`src/sv/bf5_pkg.sv`:
```
package bf5_pkg;

	localparam int CfgWidthW = 11;
	localparam int CfgHeightW = 13;
	localparam int CfgDataW = 13;

	localparam logic [CfgWidthW-1:0] WidthReset = 11'd1024;
	localparam logic [CfgHeightW-1:0] HeightReset = 13'd768;

	localparam logic RegWidth = 1'b0;
	localparam logic RegHeight = 1'b1;

	localparam int SpaceDen = 25;
	localparam int RangeDen = 2500;
	localparam int WeightW = 16;
	localparam int SpaceRomDepth = 19;
	localparam int SIdxW = 5;

	typedef logic [SpaceRomDepth-1:0][WeightW-1:0] space_rom_t;
	typedef logic [255:0][WeightW-1:0] range_rom_t;

	typedef struct packed {
		logic wr_en;
		logic rd_en;
		logic rd_centre;
		logic rd_inside;
		logic [SIdxW-1:0] rd_sidx;
		logic clear;
		logic div_start;
		logic load_out;
		logic last;
	} bf5_cmd_t;

	typedef struct packed {
		logic pipe_busy;
		logic div_busy;
		logic out_valid;
	} bf5_status_t;

	// Long division by shift and subtract; it only runs while the weight tables are built.
	function automatic logic [63:0] div_u64(logic [63:0] a, logic [63:0] b);
		logic [63:0] quo;
		logic [64:0] rem;
		quo = '0;
		rem = '0;
		for (int i = 63; i >= 0; i--) begin
			rem = {rem[63:0], a[i]};
			if (rem >= {1'b0, b}) begin
				rem = rem - {1'b0, b};
				quo[i] = 1'b1;
			end
		end
		return quo;
	endfunction

	// exp(-num/den) in Q0.16: Taylor series on x/256 in Q30, then squared eight times.
	function automatic logic [WeightW-1:0] exp_neg_q16(logic [63:0] num, logic use_range);
		logic [63:0] y;
		logic [63:0] acc;
		logic [63:0] term;
		logic [63:0] q;
		if (use_range) begin
			y = div_u64(num << 30, 64'(RangeDen) << 8);
		end else begin
			y = div_u64(num << 30, 64'(SpaceDen) << 8);
		end
		acc = 64'd1 << 30;
		term = 64'd1 << 30;
		for (int k = 1; k <= 10; k++) begin
			term = div_u64((term * y) >> 30, 64'(k));
			if ((k & 1) != 0) begin
				acc = acc - term;
			end else begin
				acc = acc + term;
			end
		end
		for (int s = 0; s < 8; s++) begin
			acc = (acc * acc + (64'd1 << 29)) >> 30;
		end
		q = (acc + (64'd1 << 13)) >> 14;
		return (q > 64'd65535) ? 16'hFFFF : q[WeightW-1:0];
	endfunction

	function automatic space_rom_t build_space_rom();
		space_rom_t rom;
		for (int d = 0; d < SpaceRomDepth; d++) begin
			rom[d] = exp_neg_q16(64'(d), 1'b0);
		end
		return rom;
	endfunction

	function automatic range_rom_t build_range_rom();
		range_rom_t rom;
		for (int d = 0; d < 256; d++) begin
			rom[d] = exp_neg_q16(64'(d * d), 1'b1);
		end
		return rom;
	endfunction

	localparam space_rom_t SpaceRom = build_space_rom();
	localparam range_rom_t RangeRom = build_range_rom();

endpackage

```
`src/sv/bf5_ctrl.sv`:
```
module bf5_ctrl #(
	parameter int MaxWidth = 1024,
	parameter int MaxHeight = 4096,
	parameter int Radius = 2,
	parameter int Depth = 4101
) (
	input  logic                              clk,
	input  logic                              arst_n,
	input  logic                              wr_en,
	input  logic                              wr_index,
	input  logic [bf5_pkg::CfgDataW-1:0]      wr_data,
	input  logic                              in_valid,
	output logic                              in_ready,
	input  logic                              action,
	input  logic                              out_ready,
	input  bf5_pkg::bf5_status_t              status,
	output bf5_pkg::bf5_cmd_t                 cmd,
	output logic [$clog2(Depth)-1:0]          ram_waddr,
	output logic [$clog2(Depth)-1:0]          ram_raddr
);

	localparam int AW = $clog2(Depth);
	localparam int WW = $clog2(MaxWidth + 1);
	localparam int HW = $clog2(MaxHeight + 1);
	localparam int NW = $clog2(MaxWidth * MaxHeight + Radius * MaxWidth + Radius + 1);
	localparam int TW = $clog2(2 * Radius + 1);

	localparam logic [2:0] S_IDLE = 3'd0;
	localparam logic [2:0] S_CENTRE = 3'd1;
	localparam logic [2:0] S_TAPS = 3'd2;
	localparam logic [2:0] S_FLUSH = 3'd3;
	localparam logic [2:0] S_DIVIDE = 3'd4;
	localparam logic [2:0] S_LOAD = 3'd5;

	logic [2:0] state_q;
	logic [bf5_pkg::CfgWidthW-1:0] width_q;
	logic [bf5_pkg::CfgHeightW-1:0] height_q;
	logic [WW-1:0] w_eff;
	logic [HW-1:0] h_eff;
	logic [NW-1:0] frame, lead, total;
	logic [NW-1:0] n_q;
	logic [AW-1:0] waddr_q, ka_q;
	logic [WW-1:0] ox_q;
	logic [HW-1:0] oy_q;
	logic [TW-1:0] ti_q, tj_q, di, dj;
	logic [AW:0] off_q;
	logic [WW+1:0] tx_q;
	logic [HW+1:0] ty_q;
	logic last_q;
	logic [AW+1:0] sum;
	logic [AW+1:0] sum_wrapped;
	logic in_acc, pixel_slot, drain_early, produce, load;

	always_comb begin
		if (width_q == '0) begin
			w_eff = WW'(1);
		end else if (32'(width_q) > MaxWidth) begin
			w_eff = WW'(MaxWidth);
		end else begin
			w_eff = WW'(width_q);
		end
		if (height_q == '0) begin
			h_eff = HW'(1);
		end else if (32'(height_q) > MaxHeight) begin
			h_eff = HW'(MaxHeight);
		end else begin
			h_eff = HW'(height_q);
		end
	end

	assign frame = NW'(w_eff) * NW'(h_eff);
	assign lead = NW'(Radius) * NW'(w_eff) + NW'(Radius);
	assign total = frame + lead;

	assign in_ready = (state_q == S_IDLE);
	assign in_acc = in_valid & in_ready;
	assign pixel_slot = (n_q < frame);
	assign drain_early = pixel_slot & action;
	assign produce = ~drain_early & (n_q >= lead);
	assign load = (state_q == S_LOAD) & (~status.out_valid | out_ready);

	// Neighbour address is the centre address plus a signed offset, folded into the store.
	assign sum = {2'b00, ka_q} + {off_q[AW], off_q};
	always_comb begin
		if (sum[AW+1]) begin
			sum_wrapped = sum + (AW+2)'(Depth);
		end else if (sum >= (AW+2)'(Depth)) begin
			sum_wrapped = sum - (AW+2)'(Depth);
		end else begin
			sum_wrapped = sum;
		end
	end

	assign di = (ti_q >= TW'(Radius)) ? (ti_q - TW'(Radius)) : (TW'(Radius) - ti_q);
	assign dj = (tj_q >= TW'(Radius)) ? (tj_q - TW'(Radius)) : (TW'(Radius) - tj_q);

	assign ram_waddr = waddr_q;
	assign ram_raddr = (state_q == S_CENTRE) ? ka_q : sum_wrapped[AW-1:0];

	always_comb begin
		cmd = '0;
		cmd.wr_en = in_acc & pixel_slot & ~action;
		cmd.clear = in_acc & produce;
		case (state_q)
			S_CENTRE: begin
				cmd.rd_en = 1'b1;
				cmd.rd_centre = 1'b1;
			end
			S_TAPS: begin
				cmd.rd_en = 1'b1;
				cmd.rd_inside = ~tx_q[WW+1] & (tx_q[WW:0] < {1'b0, w_eff})
					& ~ty_q[HW+1] & (ty_q[HW:0] < {1'b0, h_eff});
				cmd.rd_sidx = bf5_pkg::SIdxW'(bf5_pkg::SIdxW'(di) * bf5_pkg::SIdxW'(di)
					+ bf5_pkg::SIdxW'(dj) * bf5_pkg::SIdxW'(dj));
			end
			S_FLUSH: begin
				cmd.div_start = ~status.pipe_busy;
			end
			S_LOAD: begin
				cmd.load_out = load;
				cmd.last = last_q;
			end
			default: begin
			end
		endcase
	end

	always_ff @(posedge clk or negedge arst_n) begin
		if (!arst_n) begin
			state_q <= S_IDLE;
			width_q <= bf5_pkg::WidthReset;
			height_q <= bf5_pkg::HeightReset;
			n_q <= '0;
			waddr_q <= '0;
			ka_q <= '0;
			ox_q <= '0;
			oy_q <= '0;
			ti_q <= '0;
			tj_q <= '0;
			off_q <= '0;
			tx_q <= '0;
			ty_q <= '0;
			last_q <= 1'b0;
		end else begin
			case (state_q)
				S_IDLE: begin
					if (in_acc) begin
						if (cmd.wr_en) begin
							waddr_q <= (waddr_q == AW'(Depth - 1)) ? '0 : waddr_q + AW'(1);
						end
						if (!drain_early) begin
							if (produce) begin
								state_q <= S_CENTRE;
								last_q <= (n_q == total - NW'(1));
							end else begin
								n_q <= n_q + NW'(1);
							end
						end
					end
				end
				S_CENTRE: begin
					ti_q <= '0;
					tj_q <= '0;
					off_q <= '0 - (AW+1)'(lead);
					tx_q <= (WW+2)'(ox_q) - (WW+2)'(Radius);
					ty_q <= (HW+2)'(oy_q) - (HW+2)'(Radius);
					state_q <= S_TAPS;
				end
				S_TAPS: begin
					if (tj_q == TW'(2 * Radius)) begin
						tj_q <= '0;
						ti_q <= ti_q + TW'(1);
						off_q <= off_q + (AW+1)'(w_eff) - (AW+1)'(2 * Radius);
						tx_q <= (WW+2)'(ox_q) - (WW+2)'(Radius);
						ty_q <= ty_q + (HW+2)'(1);
						if (ti_q == TW'(2 * Radius)) begin
							state_q <= S_FLUSH;
						end
					end else begin
						tj_q <= tj_q + TW'(1);
						off_q <= off_q + (AW+1)'(1);
						tx_q <= tx_q + (WW+2)'(1);
					end
				end
				S_FLUSH: begin
					if (!status.pipe_busy) begin
						state_q <= S_DIVIDE;
					end
				end
				S_DIVIDE: begin
					if (!status.div_busy) begin
						state_q <= S_LOAD;
					end
				end
				S_LOAD: begin
					if (load) begin
						state_q <= S_IDLE;
						if (last_q) begin
							n_q <= '0;
							waddr_q <= '0;
							ka_q <= '0;
							ox_q <= '0;
							oy_q <= '0;
						end else begin
							n_q <= n_q + NW'(1);
							ka_q <= (ka_q == AW'(Depth - 1)) ? '0 : ka_q + AW'(1);
							if (ox_q == w_eff - WW'(1)) begin
								ox_q <= '0;
								oy_q <= oy_q + HW'(1);
							end else begin
								ox_q <= ox_q + WW'(1);
							end
						end
					end
				end
				default: begin
					state_q <= S_IDLE;
				end
			endcase
			// A register write restarts the stream at the first pixel of a frame.
			if (wr_en) begin
				if (wr_index == bf5_pkg::RegWidth) begin
					width_q <= wr_data[bf5_pkg::CfgWidthW-1:0];
				end else begin
					height_q <= wr_data;
				end
				n_q <= '0;
				waddr_q <= '0;
				ka_q <= '0;
				ox_q <= '0;
				oy_q <= '0;
			end
		end
	end

endmodule

```
`config.mk`:
```
export PLATFORM = sky130hd
export DESIGN_NAME = bf5_ctrl
export DESIGN_NICKNAME = d
export VERILOG_FILES = /design/src/sv/bf5_pkg.sv /design/src/sv/bf5_ctrl.sv
export SDC_FILE = /design/constraint.sdc
export NUM_CORES = 1
export LEC_CHECK = 0
export BUFFER_PORTS_ARGS = -buffer_cell sky130_fd_sc_hd__buf_2
export CAP_MARGIN = 20
export CORE_AREA = 2 2 166 291
export DETAILED_ROUTE_END_ITERATION = 6
export DIE_AREA = 0 0 168 293
export GPL_ROUTABILITY_DRIVEN = 0
export PLACE_DENSITY = 0.58
export SKIP_CTS_REPAIR_TIMING = 1
export SKIP_LAST_GASP = 1
export SYNTH_ARGS = -nofsm -noshare
export SYNTH_HDL_FRONTEND = slang
export SYNTH_SLANG_ARGS = --single-unit
```
`constraint.sdc`:
```
create_clock -name clk -period 24.6 [get_ports clk]
set_input_delay 1.23 -clock clk [delete_from_list [all_inputs] [get_ports clk]]
set_output_delay 1.23 -clock clk [all_outputs]
set_load 0.05 [all_outputs]
```
==> run summary <==
• **cell type with the highest aggregate area in the netlist** sky130_fd_sc_hd__dfrtp_1
• **Hold WC Path Type** reg -> reg
• **Layout area overhead** 7.349%
• **Tightest Pin Transition** 1.063 ns
• **ys flop type** sky130_fd_sc_hd__dfrtp_1
• **library cell contributing the largest single delay on the critical path** sky130_fd_sc_hd__nor2b_1
• **wire length reported by the detailed router** 60820 um
• **Max Freq** 88.86 MHz
• **clock latency on the worst-skew pair** 0.45 ns
• **count of buffers inserted at the top-level ports** 62
• **post-synthesis instance total** 2377
• **DRC viols** 0
• **top cell types by occurrence after synthesis** 261 x sky130_fd_sc_hd__inv_1, 218 x sky130_fd_sc_hd__ha_1, 212 x sky130_fd_sc_hd__nor2_1
• **CTS tree** done
• **Non-Filler Cell Area, Final** 20430 um^2
• **worst-case hold slack** 0.5131 ns
• **setup tns final** 0 ns
• **first-pass detailed-route iteration total** 7
• **P_leak** 9.517 nW
• **Filler cells** 4709
• **status** completed
• **final count of hold timing violations** 0
• **power density cells** 145.1 nW/um^2
• **clock-pin slew on the worst setup and hold paths** 0.08 ns
• **pre-CTS setup slack** 13.90 ns
• **worst-case register-to-register setup slack** 14.51 ns
• **setup repair after global routing missed its margin** no
• **number of placement rows** 105
• **area of the core region** 46640 um^2
• **Setup violations, final** 0
• **area post-placement** 19780 um^2
• **library cells used by synthesis** 93
• **DR iter-0 viols** 839
• **Die Outline Area** 49220 um^2
• **worst-case vdd ir drop** 0.3687 mV
• **post-route clock period utilization** 45.75%
• **number of routed nets with antenna violations** 0
• **overall overflow remaining after global route** 0
• **Setup CP Type** reg -> out
• **Worst Path Arrival** 10.02 ns
• **max_slew headroom** 27.33%
• **CP peak stage delay** 0.90 ns
• **wire length of the first global-routing pass** 96840 um
• **count of final max-slew check failures** 0
• **cell area after synthesis** 19040 um^2
• **via count of the first global-routing pass** 17920
• **most used standard cell by instance count after synthesis** sky130_fd_sc_hd__inv_1
• **DR WL/cell** 20.45 um
• **Avg Vias per Cell** 5.827
• **Data required, critical path** 23.37 ns
• **via count** 17330
• **CTS root buffer** sky130_fd_sc_hd__clkbuf_16
• **fraction of post-synthesis cell area in the top cell type by area** 19.19%
• **sequential area share after synthesis** 19.61%
• **number of synthesized register bits** 149
• **clock tree skew after final layout** 0.01596 ns
• **Max Root-Sink Buffers** 2
• **number of CTS-inserted buffers** 17
• **maximum number of pins on one net before global-route repair** 90
• **max-cap check violation count** 0
• **GRT Resource Usage Total** 25.13%
• **Post-Syn Area per Cell** 8.008 um^2
• **I/O Pins** 63
• **die extent in y** 293 um
• **CTS HTree Levels** 4
• **effective utilization at floorplan** 40.82%
• **placed wire-length estimate after detailed placement** 49090 um
• **biggest area contributors in the synthesized netlist** sky130_fd_sc_hd__dfrtp_1 19%, sky130_fd_sc_hd__ha_1 14%, sky130_fd_sc_hd__fa_1 11%, sky130_fd_sc_hd__inv_1 5.1%, sky130_fd_sc_hd__xnor2_1 4.7%
• **minimum period implied by the final worst setup slack** 11.25 ns
• **number of warning messages in the yosys log** 0
• **Chip Width** 168 um
• **startpoint types** register
• **number of flops mapped to enable cells by yosys** 0
• **async set-or-reset flop fraction in the synthesized netlist** 100.0%
• **PnR worst setup slack** 13.35 ns
• **layout cells sized above 1** 7.296%
• **Nets** 2714
• **clk sink count** 149
• **maximum fanout along the worst path** 14
• **number of antenna violations at the first check in global routing** 2
• **endpoint kind of the worst setup timing path** output port
metrics by stage:
| step | util (%) | instances | total power (W) |
|---|---|---|---|
| 2_1_floorplan | - | 2378 | 0.002079 |
| 3_3_place_gp | 42.41 | 2939 | 0.002613 |
| 3_5_place_dp | 42.41 | 2940 | 0.002646 |
| 4_1_cts | 43.79 | 2972 | 0.002959 |
| 5_1_grt | 43.81 | 2974 | 0.003235 |
| 6_report | 43.81 | 2974 | 0.002964 |
routing by layer:
metal  GRT usage [%]  wire [um]  vias up
li1                -          -     8224
met1           25.59      21660     8307
met2           45.62      30920      563
met3           3.071       2359      233
met4           20.85       5867        2
met5               0         13        -
cells by family (layout without fill, tap and decap cells):
logic type | after synthesis | count (layout) | share of synthesized area (%)
buf+inv | 368 | 375 | 7.434
simple gates | 812 | 812 | 20.84
mux | 29 | 29 | 1.670
xor+xnor | 162 | 162 | 7.493
other cells | 1 | 3 | 0.01970
flops | 149 | 149 | 19.61
fa+ha+maj | 319 | 319 | 24.95
compound gates | 537 | 537 | 17.99
cell type report:
| type | instances | area (um^2) | share of cell area (%) |
|---|---|---|---|
| diodes | 1 | 2.502 | 0.01225 |
| clock buffers | 18 | 429.2 | 2.100 |
| clock inverters | 14 | 214.0 | 1.047 |
| inverters | 266 | 998.5 | 4.886 |
| multi-input cells | 1861 | 13900 | 68.01 |
| flip-flops and latches | 149 | 3732 | 18.26 |
| well taps | 588 | 735.7 | 3.600 |
| repair buffers | 77 | 425.4 | 2.082 |
cell usage in the layout (no fill, tap or decap), drive strengths merged, types with 8 or more instances in the layout:
master,count
nand2b,25
nand3b,8
nor2,212
fa,101
nand2,211
buf,77
a22oi,8
mux2,22
o31ai,32
nand4,35
dfrtp,146
and3,31
nor4,23
nor3,60
ha,218
or4,10
inv,270
xor2,59
a21o,33
and2,22
o22ai,14
o41ai,10
nand3,78
o21a,15
nor2b,39
a211oi,11
clkbuf,18
xnor2,103
a31oi,24
o21ai,169
or2,13
nor3b,8
o211ai,17
a21oi,133
or3,19
worst max-delay path, delay by kind of cell, from the launching register on:
family,cells,cell delay (ns)
adders and majority gates,7,3.20
DFF,1,0.60
buffers and inverters,6,0.65
AOI/OAI and AO/OA,11,2.41
and+or+nand+nor,7,2.47
xor gates and xnor gates,1,0.23
registers in the layout, indices dropped and copies added (netlist names):
signal and flops:
off_q 14, ty_q 15, ti_q 3, last_q 1
ka_q 13, n_q 23, height_q 13, tj_q 3
state_q 3, tx_q 13, width_q 11, oy_q 13
ox_q 11, ram_waddr 13
power by group:
group | leakage [nW] | total [W] | switching, W | internal (W)
combinational | 7.32 | 0.00228 | 0.00142 | 0.000868
sequential | 1.89 | 0.000383 | 0.0000908 | 0.000292
clock | 0.312 | 0.000296 | 0.000123 | 0.000174
total | 9.52 | 0.00296 | 0.00163 | 0.00133
final timing paths:
check	depth (start not counted)	end	start
setup / recovery	32	cmd[3]	width_q[4]
hold / removal	1	height_q[0]	height_q[0]
setup reg to reg	31	last_q	width_q[4]
hold reg to reg	1	height_q[0]	height_q[0]
max in group asynchronous	2	width_q[6]	arst_n
min in group asynchronous	1	ti_q[0]	arst_n
Note: power is estimated with default switching activity, not from simulation.
